**src/hdl/lpff_pkg.sv**
```systemverilog
// Package for the length-prefixed fragment framer.
// Holds the item structs, the controller/datapath command and status structs and
// the width constants. No dependencies.
`default_nettype none

package lpff_pkg;

   localparam int unsigned LPFF_DATA_W  = 8;
   localparam int unsigned LPFF_COUNT_W = 6;
   localparam int unsigned LPFF_HDR_W   = 2;
   localparam int unsigned LPFF_WORD_W  = 32;

   typedef struct packed {
      logic [LPFF_DATA_W-1:0] data_byte;
      logic                   message_last;
   } lpff_req_type;

   typedef struct packed {
      logic [LPFF_DATA_W-1:0] out_byte;
      logic                   is_header;
      logic                   fragment_end;
      logic                   message_end;
   } lpff_rsp_type;

   typedef struct packed {
      logic wr;
      logic emit;
      logic hdr_load;
      logic pay_load;
   } lpff_cmd_type;

   typedef struct packed {
      logic full;
      logic hdr_last;
      logic pay_last;
      logic out_free;
   } lpff_sts_type;

endpackage

`default_nettype wire

```
**src/hdl/lpff_datapath.sv**
```systemverilog
// Datapath of the framer: fragment buffer memory, fill/read counters,
// header word and the output item register.
// Depends on lpff_pkg.
`default_nettype none

module lpff_datapath #(
   parameter int unsigned FRAGMENT_BYTES = 32
) (
   input  wire logic                 clock,
   input  wire logic                 reset,
   input  wire lpff_pkg::lpff_req_type req,
   input  wire lpff_pkg::lpff_cmd_type cmd,
   output lpff_pkg::lpff_sts_type    sts,
   output lpff_pkg::lpff_rsp_type    rsp,
   output logic                      rsp_valid,
   input  wire logic                 rsp_stall
);
   import lpff_pkg::*;

   localparam int unsigned AW = (FRAGMENT_BYTES > 1) ? $clog2(FRAGMENT_BYTES) : 1;

   logic [LPFF_DATA_W-1:0]  mem [FRAGMENT_BYTES];
   logic [LPFF_DATA_W-1:0]  rd_data_ff;

   logic [LPFF_COUNT_W-1:0] fill_ff, fill_in;
   logic [LPFF_COUNT_W-1:0] len_ff, len_in;
   logic                    more_ff, more_in;
   logic [LPFF_HDR_W-1:0]   hdr_idx_ff, hdr_idx_in;
   logic [LPFF_COUNT_W-1:0] ptr_ff, ptr_in;
   logic                    rsp_valid_ff, rsp_valid_in;
   lpff_rsp_type            rsp_ff, rsp_in;
   logic [LPFF_WORD_W-1:0]  hdr_word;
   logic [LPFF_DATA_W-1:0]  hdr_byte;
   logic [LPFF_COUNT_W-1:0] fill_inc;

   assign fill_inc = fill_ff + LPFF_COUNT_W'(1);
   assign hdr_word = {{(LPFF_WORD_W-LPFF_COUNT_W-1){1'b0}}, len_ff, more_ff};

   always_comb begin
      case (hdr_idx_ff)
         2'd0:    hdr_byte = hdr_word[31:24];
         2'd1:    hdr_byte = hdr_word[23:16];
         2'd2:    hdr_byte = hdr_word[15:8];
         default: hdr_byte = hdr_word[7:0];
      endcase
   end

   assign sts.full     = (fill_ff == LPFF_COUNT_W'(FRAGMENT_BYTES - 1));
   assign sts.hdr_last = (hdr_idx_ff == LPFF_HDR_W'(3));
   assign sts.pay_last = ((ptr_ff + LPFF_COUNT_W'(1)) == len_ff);
   assign sts.out_free = !rsp_valid_ff || !rsp_stall;

   always_comb begin
      fill_in      = fill_ff;
      len_in       = len_ff;
      more_in      = more_ff;
      hdr_idx_in   = hdr_idx_ff;
      ptr_in       = ptr_ff;
      rsp_in       = rsp_ff;
      rsp_valid_in = rsp_valid_ff && rsp_stall;
      if (cmd.wr) begin
         fill_in = cmd.emit ? '0 : fill_inc;
      end
      if (cmd.emit) begin
         len_in     = fill_inc;
         more_in    = !req.message_last;
         hdr_idx_in = '0;
         ptr_in     = '0;
      end
      if (cmd.hdr_load) begin
         hdr_idx_in          = hdr_idx_ff + LPFF_HDR_W'(1);
         rsp_in.out_byte     = hdr_byte;
         rsp_in.is_header    = 1'b1;
         rsp_in.fragment_end = 1'b0;
         rsp_in.message_end  = 1'b0;
         rsp_valid_in        = 1'b1;
      end
      if (cmd.pay_load) begin
         ptr_in              = ptr_ff + LPFF_COUNT_W'(1);
         rsp_in.out_byte     = rd_data_ff;
         rsp_in.is_header    = 1'b0;
         rsp_in.fragment_end = sts.pay_last;
         rsp_in.message_end  = sts.pay_last && !more_ff;
         rsp_valid_in        = 1'b1;
      end
   end

   // read addr runs one step ahead so rd_data_ff holds mem[ptr_ff] on pay_load
   always_ff @(posedge clock) begin
      if (cmd.wr) begin
         mem[fill_ff[AW-1:0]] <= req.data_byte;
      end
      rd_data_ff <= mem[ptr_in[AW-1:0]];
   end

   always_ff @(posedge clock) begin
      if (reset) begin
         fill_ff      <= '0;
         rsp_valid_ff <= 1'b0;
      end else begin
         fill_ff      <= fill_in;
         rsp_valid_ff <= rsp_valid_in;
      end
      len_ff     <= len_in;
      more_ff    <= more_in;
      hdr_idx_ff <= hdr_idx_in;
      ptr_ff     <= ptr_in;
      rsp_ff     <= rsp_in;
   end

   assign rsp       = rsp_ff;
   assign rsp_valid = rsp_valid_ff;

endmodule

`default_nettype wire

```
**src/hdl/lpff_ctrl.sv**
```systemverilog
// Controller of the framer: fill / header / payload sequencing.
// Depends on lpff_pkg; drives lpff_datapath through command signals.
`default_nettype none

module lpff_ctrl (
   input  wire logic                   clock,
   input  wire logic                   reset,
   input  wire logic                   req_valid,
   input  wire logic                   message_last,
   output logic                        req_stall,
   input  wire lpff_pkg::lpff_sts_type sts,
   output lpff_pkg::lpff_cmd_type      cmd
);
   import lpff_pkg::*;

   localparam logic [1:0] ST_FILL = 2'd0;
   localparam logic [1:0] ST_HDR  = 2'd1;
   localparam logic [1:0] ST_PAY  = 2'd2;

   logic [1:0] state_ff, state_in;

   assign req_stall = (state_ff != ST_FILL);

   always_comb begin
      state_in = state_ff;
      cmd      = '0;
      case (state_ff)
         ST_FILL: begin
            if (req_valid) begin
               cmd.wr = 1'b1;
               if (message_last || sts.full) begin
                  cmd.emit = 1'b1;
                  state_in = ST_HDR;
               end
            end
         end
         ST_HDR: begin
            if (sts.out_free) begin
               cmd.hdr_load = 1'b1;
               if (sts.hdr_last) begin
                  state_in = ST_PAY;
               end
            end
         end
         ST_PAY: begin
            if (sts.out_free) begin
               cmd.pay_load = 1'b1;
               if (sts.pay_last) begin
                  state_in = ST_FILL;
               end
            end
         end
         default: begin
            state_in = ST_FILL;
         end
      endcase
   end

   always_ff @(posedge clock) begin
      if (reset) begin
         state_ff <= ST_FILL;
      end else begin
         state_ff <= state_in;
      end
   end

endmodule

`default_nettype wire

```
**src/hdl/length_prefixed_fragment_framer.sv**
```systemverilog
// The accept that closes a fragment moves the controller to its header state; the first
// header item is then loaded into the output register once that register is free.
// Throughput: one byte item accepted per cycle while filling; a fragment of L bytes then
// drains as 4 header and L payload items via the output register, input held off meanwhile.
// Reset is synchronous: clears fill count, state and output valid; buffer is not cleared.
// Depends on lpff_pkg, lpff_ctrl and lpff_datapath.
`default_nettype none

module length_prefixed_fragment_framer #(
   parameter int unsigned FRAGMENT_BYTES = 32
) (
   input  wire logic                   clock,
   input  wire logic                   reset,
   input  wire logic                   req_valid,
   output logic                        req_stall,
   input  wire lpff_pkg::lpff_req_type req,
   output logic                        rsp_valid,
   input  wire logic                   rsp_stall,
   output lpff_pkg::lpff_rsp_type      rsp
);
   import lpff_pkg::*;

   lpff_cmd_type cmd;
   lpff_sts_type sts;

   lpff_ctrl u_ctrl (
      .clock        (clock),
      .reset        (reset),
      .req_valid    (req_valid),
      .message_last (req.message_last),
      .req_stall    (req_stall),
      .sts          (sts),
      .cmd          (cmd)
   );

   lpff_datapath #(
      .FRAGMENT_BYTES (FRAGMENT_BYTES)
   ) u_dp (
      .clock     (clock),
      .reset     (reset),
      .req       (req),
      .cmd       (cmd),
      .sts       (sts),
      .rsp       (rsp),
      .rsp_valid (rsp_valid),
      .rsp_stall (rsp_stall)
   );

endmodule

`default_nettype wire

```
**config.mk**
```make
export PLATFORM = sky130hd
export DESIGN_NAME = length_prefixed_fragment_framer
export DESIGN_NICKNAME = d
export VERILOG_FILES = /design/src/hdl/lpff_pkg.sv /design/src/hdl/lpff_datapath.sv /design/src/hdl/lpff_ctrl.sv /design/src/hdl/length_prefixed_fragment_framer.sv
export SDC_FILE = /design/constraint.sdc
export NUM_CORES = 1
export LEC_CHECK = 0
export BUFFER_PORTS_ARGS = -buffer_cell sky130_fd_sc_hd__buf_4
export CAP_MARGIN = 0
export CORE_ASPECT_RATIO = 0.75
export CORE_MARGIN = 2
export CORE_UTILIZATION = 32
export CTS_CLUSTER_DIAMETER = 100
export DETAILED_ROUTE_END_ITERATION = 8
export PLACE_DENSITY = 0.54
export SYNTH_ARGS = -nofsm -noshare
export SYNTH_HDL_FRONTEND = slang
export SYNTH_SLANG_ARGS = --single-unit
```
**constraint.sdc**
```tcl
create_clock -name clock -period 5.8 [get_ports clock]
set_input_delay 0.58 -clock clock [delete_from_list [all_inputs] [get_ports clock]]
set_output_delay 0.58 -clock clock [all_outputs]
set_load 0.02 [all_outputs]
```
Word-level counts from Yosys, hierarchy flattened
Memory sizes are Yosys's and may differ from the RTL's. A register that Yosys moved wholly into a read port is not among the register bits.
Cells that the tools add are included.
{"block": "totals", "register_bits": 35, "elab_cells": 70, "mem_bits_rw": 256, "input_bits": 13, "out_inout_bits": 13, "memories": 1}
{"block": "classes", "n_reduce_logical": 16, "mux": 25, "n_addsub": 3, "eq_ne": 13}
{"memory": "u_dp.mem", "depth": 32, "width": 8, "rd": 1, "rd_ports_with_merged_regs": 1, "write_ports": 1, "line": "lpff_datapath.sv:22", "rtl": "logic [LPFF_DATA_W-1:0] mem [FRAGMENT_BYTES];"}
{"op": "2-to-1 mux 11 bit", "n": 2}
{"op": "2-to-1 mux 2 bit", "n": 10}
{"op": "2-to-1 mux 6 bit", "n": 3}
{"op": "adder 6 x 1 -> 6 bit (second input constant)", "n": 2}
{"op": "2-to-1 mux 1 bit", "n": 8}
{"op": "inequality test 2 bit (second input constant)", "n": 4}
{"op": "nonzero test 2 bit", "n": 4}
{"op": "2-to-1 mux 7 bit", "n": 1}
{"op": "equality test 2 bit (second input constant)", "n": 3}
{"op": "equality test 6 x 5 -> 1 bit (second input constant)", "n": 1}
{"op": "equality test 6 bit", "n": 1}
{"op": "case mux 2 bit (3 select lines)", "n": 1}
{"op": "AND reduction 6 bit", "n": 1}
{"op": "equality test 2 x 1 -> 1 bit (second input constant)", "n": 2}
{"op": "zero test 1 bit", "n": 4}
{"op": "zero test 2 bit", "n": 2}
{"op": "inequality test 2 x 1 -> 1 bit (second input constant)", "n": 2}
{"op": "OR reduction 3 bit", "n": 1}
{"op": "adder 2 x 1 -> 2 bit (second input constant)", "n": 1}
{"op": "logical AND 1 bit", "n": 2}
{"op": "logical OR 1 bit", "n": 2}

Longest topological paths before layout
Gate-level depths: netlist (run 1).
{"block": "depth", "ltp_word": 7, "ltp_mapped": 12}

Cells and area by module
A second synthesis (run 1) with hierarchy kept.
{"block": "hier_totals", "cells_unflattened": 1219, "area_unflattened_um2": 14131.1}
{"mod": "lpff_datapath", "area_per_inst_um2": 14002.2, "instances": 1, "cells_each": 1203}
{"mod": "lpff_ctrl", "area_per_inst_um2": 128.9, "instances": 1, "cells_each": 16}

Worst setup path after synthesis (run 1)
Ideal clock, no wire load.
{"block": "synth_path", "path_type": "reg2reg", "start": "register u_dp.fill_ff[1]", "end": "register u_dp.rd_data_ff[6], read port of u_dp.mem", "path_stages_with_launch": 10, "path_buffers": 1, "setup_slack_ns": 3.468, "required_time_ns": 5.668, "setup_ns": 0.132, "arrival_time_ns": 2.200, "path_cell_list": "dfxtp_1 ha_1 and4b_1 a21oi_4 a311oi_2 inv_2 or3_1 buf_2 a2bb2oi_1 nor4bb_2"}
{"block": "synth_between", "elab_chain_cells": 7}
{"item": "start: declaration", "line": "lpff_datapath.sv:25", "rtl": "logic [LPFF_COUNT_W-1:0] fill_ff, fill_in;"}
{"item": "start signal: assignment", "line": "lpff_datapath.sv:101", "rtl": "fill_ff <= fill_in;"}
{"item": "equality test 6 x 5 -> 1 bit", "line": "lpff_datapath.sv:48", "rtl": "assign sts.full = (fill_ff == LPFF_COUNT_W'(FRAGMENT_BYTES - 1));"}
{"item": "logical OR 1 bit", "line": "lpff_ctrl.sv:31", "rtl": "if (message_last || sts.full) begin"}
{"item": "2-to-1 mux 1 bit", "line": "lpff_ctrl.sv:31"}
{"item": "2-to-1 mux 2 bit", "line": "lpff_ctrl.sv:29", "rtl": "if (req_valid) begin"}
{"item": "2-to-1 mux 2 bit", "line": "lpff_ctrl.sv:27", "rtl": "case (state_ff)"}
{"item": "2-to-1 mux 6 bit", "line": "lpff_datapath.sv:64", "rtl": "if (cmd.emit) begin"}
{"item": "2-to-1 mux 6 bit", "line": "lpff_datapath.sv:78", "rtl": "if (cmd.pay_load) begin"}
{"item": "named net u_dp.ptr_in[3]", "line": "lpff_datapath.sv:29", "rtl": "logic [LPFF_COUNT_W-1:0] ptr_ff, ptr_in;"}
{"item": "end: declaration", "line": "lpff_datapath.sv:23", "rtl": "logic [LPFF_DATA_W-1:0] rd_data_ff;"}
The timed path passes the listed nets, and every way through them passes these cells. The select of a mux whose other input is x is not followed.
A chain may end at the register's enable or synchronous reset.

Worst setup path after layout (run 1)
{"block": "layout_path", "start": "register u_dp.fill_ff[1]", "end": "register u_dp.rd_data_ff[4], read port of u_dp.mem"}
{"block": "layout_between", "elab_chain_cells": 7}
{"item": "equality test 6 x 5 -> 1 bit", "line": "lpff_datapath.sv:48"}
{"item": "logical OR 1 bit", "line": "lpff_ctrl.sv:31"}
{"item": "2-to-1 mux 1 bit", "line": "lpff_ctrl.sv:31"}
{"item": "2-to-1 mux 2 bit", "line": "lpff_ctrl.sv:29"}
{"item": "2-to-1 mux 2 bit", "line": "lpff_ctrl.sv:27"}
{"item": "2-to-1 mux 6 bit", "line": "lpff_datapath.sv:64"}
{"item": "2-to-1 mux 6 bit", "line": "lpff_datapath.sv:78"}
Every way passes these cells. The select of a mux whose other input is x is not followed.

==> flow_summary.ini, run 1 <==
[final_layout]
mostFrequentLayoutCells = edfxtp_1, mux2i_1, nor2_1, nand2_1, clkbuf_16
drive_gt1_share_pct = 11.6
synthToLayoutAreaGrowth_pct = 12.5
fin_nets = 850
antenna_cells = 0
final_common_cell = edfxtp_1

[setup_path]
critical_path_class = reg2reg
slowest_delay_ps = 900
start_kind = flip-flop
path_cells = ha_1 > and4b_1 > a21oi_4 > inv_2 > o21a_4 > clkinv_2 > nand2_1 > a221oi_1 > a211oi_1 > nor4_2
crit_buf_inv = 2
endpoint_kind = flip-flop
cp_top_family = compound AO/OA/AOI/OAI gates
required_ps = 6210
cp.arrival_ps = 4740
crit_fanout = 61
r2r_start = u_dp.fill_ff[1]
crit_start = u_dp.fill_ff[1]
cp_slowest_cell = o21a_4

[pwr]
irDropWorstVdd_mv = 0.201
p_per_area_nw_per_um2 = 331
power.leakage_uw = 0.00504

[timing]
final_hold_viol_count = 0
clock_skew_ps = 12.6
max-slew-margin-rel_pct = 29.2
tns_ps = 0
fin_crit_sh_pct = 74.8
hold_ws_ps = 281
grt_setup_unrepaired = false
min_period_ps = 4340
worst_pin_slew_ps = 1060
setup_viol = 0
fmax_ghz = 0.231
maxSlewViolCount = 0

[floorplan]
coreArea_um2 = 38400
io-pin-count = 26
start_util_pct = 32.5
die_area_um2 = 40700
die_w_um = 232
rows = 62
die_y_um = 175

[placement]
dp_hpwl_mm = 18.4
place.gp.congestion = 0.765
io_buffers = 25

[clock_network]
ctsLongestPathBuffers = 3
post_cts_resized = 0
cts.reportedPaths.clkPinSlew_ps = 70
cts_hold_buf = 0
clk_latency_ps = 560
htreeDepth = 1
cts.sink_count = 299
cts_tree = built
cts_buffers = 30
postCtsSetupRepairBufs = 0
clockRootBuffer = clkbuf_16

[yosys]
yosys_warnings = 0
syn_nets = 831
yosysSeqAreaShare_pct = 70.0
syn_inst = 811
async_reset_ff_share_pct = 0
synth_cell_types = 61
synthesis.area_um2 = 12500
synth-main-ff-cell = edfxtp_1
ys_seq_elements = 299
synth_edf_count = 276
synth_area_per_cell_um2 = 15.4

[routing]
via_count = 6759
ant_nets = 0
drt_iter0_drc = 456
first_pass_iters = 5
wl_per_cell_um = 21.3
drc = 0
routed_wl_mm = 29.1
via_per_inst = 4.95

[grt]
grt_overflow = 0
grt_pass1_vias = 6602
grt_start_max_net_pins = 62
antenna_found_initial = 0
grt_first_pass_wirelength_mm = 43.1
track_usage_pct = 14.3

[worst_hold_path]
min-delay-start = reset
min_path_type = in2reg

[run_status]
status = finished, final reports clean

[flow_run]
max_cap_viol_count = 0
[synth_stat cells (all sizes together), types with 3 or more instances]
cell / n / share of area (%)
a211oi: 16 / 0.96
a21oi: 18 / 0.81
a221oi: 8 / 0.56
a22o: 7 / 0.49
a31oi: 10 / 0.50
and2: 3 / 0.15
and3: 12 / 0.60
buf: 29 / 1.8
clkbuf: 12 / 0.36
dfxtp: 23 / 3.7
edfxtp: 276 / 66
ha: 7 / 0.70
inv: 7 / 0.21
mux2: 10 / 0.90
mux2i: 143 / 11
nand2: 52 / 1.6
nand3: 20 / 0.80
nor2: 53 / 1.6
nor3: 5 / 0.24
nor4: 11 / 0.90
o21ai: 22 / 0.88
o22a: 3 / 0.21
o22ai: 16 / 0.85
o2bb2ai: 7 / 0.49
or3: 3 / 0.15
xnor2: 6 / 0.42
xor2: 8 / 0.56
[sequential cells by signal, summed over array words and instances, names as in the netlist]
signal / flops
u_dp.len_ff: 6
u_dp.hdr_idx_ff: 2
u_dp.rsp: 11
u_dp.mem: 256
u_dp.fill_ff: 6
u_ctrl.state_ff: 2
u_dp.more_ff: 1
u_dp.ptr_ff: 6
u_dp.rsp_valid: 1
u_dp.rd_data_ff: 8
[report_power, final]
part	leakage, µW	internal (µW)	total [µW]	switching, µW
clock network	0.000484	1120	1940	820
registers	0.00268	2380	2410	24.5
logic	0.00187	114	306	192
total	0.00504	3610	4650	1040
[cell families after synthesis]
group / count (synthesis) / synth area share, %
compound gates: 115 / 6.40
xor+xnor: 14 / 0.982
fa+ha+maj: 7 / 0.701
buf+inv: 50 / 2.47
flops: 299 / 70.0
mux: 153 / 12.4
simple gates: 173 / 7.05
[worst register-to-register path, cell delays in order, from the launching register on]
cell	delay, ps
dfxtp_1	400
ha_1	290
and4b_1	310
a21oi_4	170
inv_2	390
o21a_4	910
clkinv_2	520
nand2_1	180
a221oi_1	110
a211oi_1	850
nor4_2	40
[area by class of cell]
class	instances	area, µm²
Inverter	9	36.3
Sequential cell	299	8750
Multi-Input combinational cell	462	3430
Clock inverter	20	170
Timing Repair Buffer	28	223
Tap cell	512	641
Clock buffer	36	805
Fill cell	3616	24300
[final timing paths]
| path | end | slack [ps] | depth (start not counted) |
|---|---|---|---|
| setup / recovery | u_dp.rd_data_ff[4] | 1460 | 10 |
| hold / removal | u_dp.fill_ff[1] | 280 | 2 |
| setup reg to reg | u_dp.rd_data_ff[4] | 1460 | 10 |
| hold reg to reg | u_dp.rsp[2] | 480 | 2 |
[per-layer routing]
layer	vias to the layer above	track usage, %	share of wire (%)
li1	3188	-	-
met1	3401	22.5	52
met2	130	20.4	42
met3	40	2.53	4.3
met4	0	3.23	2.0
met5	-	0	0
[stage by stage]
| step | utilization, % | setup slack (ps) | instance area (µm²) | std cells | power, µW |
|---|---|---|---|---|---|
| 2_1_floorplan | - | 3470 | 12500 | 811 | 2660 |
| 5_1_grt | 36.6 | 1240 | 14100 | 1366 | 4790 |
| 4_1_cts | 36.6 | 1550 | 14100 | 1366 | 4690 |
| 3_3_place_gp | 34.1 | 1620 | 13100 | 1310 | 2760 |
| 6_report | 36.6 | 1460 | 14100 | 1366 | 4650 |
| 3_5_place_dp | 34.1 | 1560 | 13100 | 1310 | 2760 |
No activity file was read; power rests on OpenSTA's default activity.
==> run 2: changes to the inputs <==
--- a/config.mk
+++ b/config.mk
@@ -12,7 +12,7 @@
 export CORE_UTILIZATION = 32
 export CTS_CLUSTER_DIAMETER = 100
 export DETAILED_ROUTE_END_ITERATION = 8
-export PLACE_DENSITY = 0.54
+export PLACE_DENSITY = 0.56
 export SYNTH_ARGS = -nofsm -noshare
 export SYNTH_HDL_FRONTEND = slang
 export SYNTH_SLANG_ARGS = --single-unit
==> constraint.sdc (replaced) <==
create_clock -name clock -period 3.6 [get_ports clock]
set_input_delay 0.36 -clock clock [delete_from_list [all_inputs] [get_ports clock]]
set_output_delay 0.36 -clock clock [all_outputs]
set_load 0.02 [all_outputs]
==> flow_summary.ini, run 2 (synthesized netlist as in run 1, its figures left out) <==
[routing]
via_per_inst = 5.05
drc = 0
ant_nets = 0
drt_iter0_drc = 569
via_count = 6996
wl_per_cell_um = 21.4
first_pass_iters = 5
routed_wl_mm = 29.7

[grt]
track_usage_pct = 14.6
grt_start_max_net_pins = 34
grt_overflow = 0
antenna_found_initial = 0
grt_first_pass_wirelength_mm = 43.9
grt_pass1_vias = 6611

[placement]
dp_hpwl_mm = 19.1
dp_cells = 1328
place.gp.congestion = 0.810
io_buffers = 25

[floorplan]
die_area_um2 = 40700
coreArea_um2 = 38400
start_util_pct = 32.5
die_y_um = 175
die_w_um = 232
io-pin-count = 26
rows = 62

[final_layout]
num-fill-cells = 3618
largest_register_ffs = 256
fin_nets = 868
synthToLayoutAreaGrowth_pct = 14.1
mostFrequentLayoutCells = edfxtp_1, mux2i_1, nor2_1, nand2_1, buf_4
utilization_pct = 37.1
antenna_cells = 0
final_common_cell = edfxtp_1
fin_cells = 1384
drive_gt1_share_pct = 13.5

[setup_path]
critical_path_class = reg2reg
crit_fanout = 19
rr_endpoint = u_dp.rd_data_ff[7]
r2r_start = u_dp.fill_ff[1]
endpoint_kind = flip-flop
reg2reg_slack_ps = 420
start_kind = flip-flop
cp.arrival_ps = 3610
r2r_cells = 10
required_ps = 4030

[clock_network]
postCtsSetupRepairBufs = 0
cts_hold_buf = 0
cts.reportedPaths.clkPinSlew_ps = 60
clockRootBuffer = clkbuf_16
cts_buffers = 30
clk_latency_ps = 570
cts_tree = built
post_cts_resized = 0
htreeDepth = 1
cts.sink_count = 299
ctsLongestPathBuffers = 3

[timing]
worst_pin_slew_ps = 1200
clock_skew_ps = 9.65
max-slew-margin-rel_pct = 19.0
fmax_ghz = 0.315
grt_setup_unrepaired = false
tns_ps = 0
maxSlewViolCount = 0
fin_crit_sh_pct = 88.3
min_period_ps = 3180
setup_viol = 0
final_hold_viol_count = 0

[pwr]
p_sw_uw = 1700
swShare_pct = 22.3
power_uw = 7620
power_frac_clock_pct = 42.2
p_per_area_nw_per_um2 = 535
power.leakage_uw = 0.00513
p_comb_share_pct = 7.0
p_seq_share_pct = 50.8
p_int_uw = 5920
irDropWorstVdd_mv = 0.363

[worst_hold_path]
min_delay_path_depth = 2
min_path_type = in2reg
min-delay-start = reset
hold_end = u_dp.fill_ff[1]

[flow_run]
max_cap_viol_count = 0

[run_status]
status = finished, final reports clean
[run 2: cell count changes in the layout (fill, tap and decap cells not counted), moves of 2 or more]
cell / delta
clkbuf_1: +4
clkinv_1: -5
clkinv_2: -3
clkinvlp_4: +3
buf_12: +2
buf_4: +16
[run 2: layout make-up]
type                       count  area [µm²]  area share, %
timing repair buffer          46         383           2.69
inverter                       9        36.3          0.255
multi-input combinational    462        3430           24.1
tap                          512         641           4.50
sequential                   299        8750           61.4
clock buffer                  40         820           5.75
clock inverter                16         186           1.31
[run 2: worst max path at each step]
| stage | slack [ps] | depth (start not counted) | to | startpoint |
|---|---|---|---|---|
| 3_5_place_dp | 480 | 10 | u_dp.rd_data_ff[3] | u_dp.fill_ff[1] |
| 2_1_floorplan | 1270 | 9 | u_dp.rd_data_ff[6] | u_dp.fill_ff[1] |
| 3_3_place_gp | 500 | 10 | u_dp.rd_data_ff[3] | u_dp.fill_ff[0] |
| 4_1_cts | 440 | 10 | u_dp.rd_data_ff[5] | u_dp.fill_ff[1] |
| 6_report | 420 | 10 | u_dp.rd_data_ff[7] | u_dp.fill_ff[1] |
| 5_1_grt | 260 | 10 | u_dp.rd_data_ff[7] | u_dp.fill_ff[1] |
[run 2: power by group through the flow]
stage | Clock (µW) | Combinational [µW] | Sequential [µW]
2_1_floorplan | 0 | 343 | 3940
3_3_place_gp | 0 | 537 | 3950
5_1_grt | 3390 | 575 | 3870
6_report | 3210 | 536 | 3870
4_1_cts | 3270 | 540 | 3870
3_5_place_dp | 0 | 539 | 3950
[run 2: through the flow]
| stage | cell area [µm²] | setup slack, ps | hold WS (ps) |
|---|---|---|---|
| 3_5_place_dp | 13200 | 482 | 485 |
| 6_report | 14200 | 422 | 55.8 |
| 3_3_place_gp | 13200 | 504 | 472 |
| 2_1_floorplan | 12500 | 1270 | 459 |
| 4_1_cts | 14200 | 444 | 21.8 |
| 5_1_grt | 14200 | 257 | 38.8 |
[run 2: per-layer routing]
layer	vias up	part of all wire, %	track usage [%]
met4	0	2.5	3.77
li1	3217	-	-
met1	3529	50	23.0
met3	51	5.1	2.40
met5	-	0	0
met2	199	42	20.6
[run 2: worst max-delay path: stages, from the launching register on]
cell and delay (ps):
dfxtp_1 390, ha_1 290, and4b_1 310, a21oi_4 170
inv_2 110, buf_4 260, o22ai_2 180, nor2_1 410
o21ai_0 210, a211oi_1 630, nor4_2 70
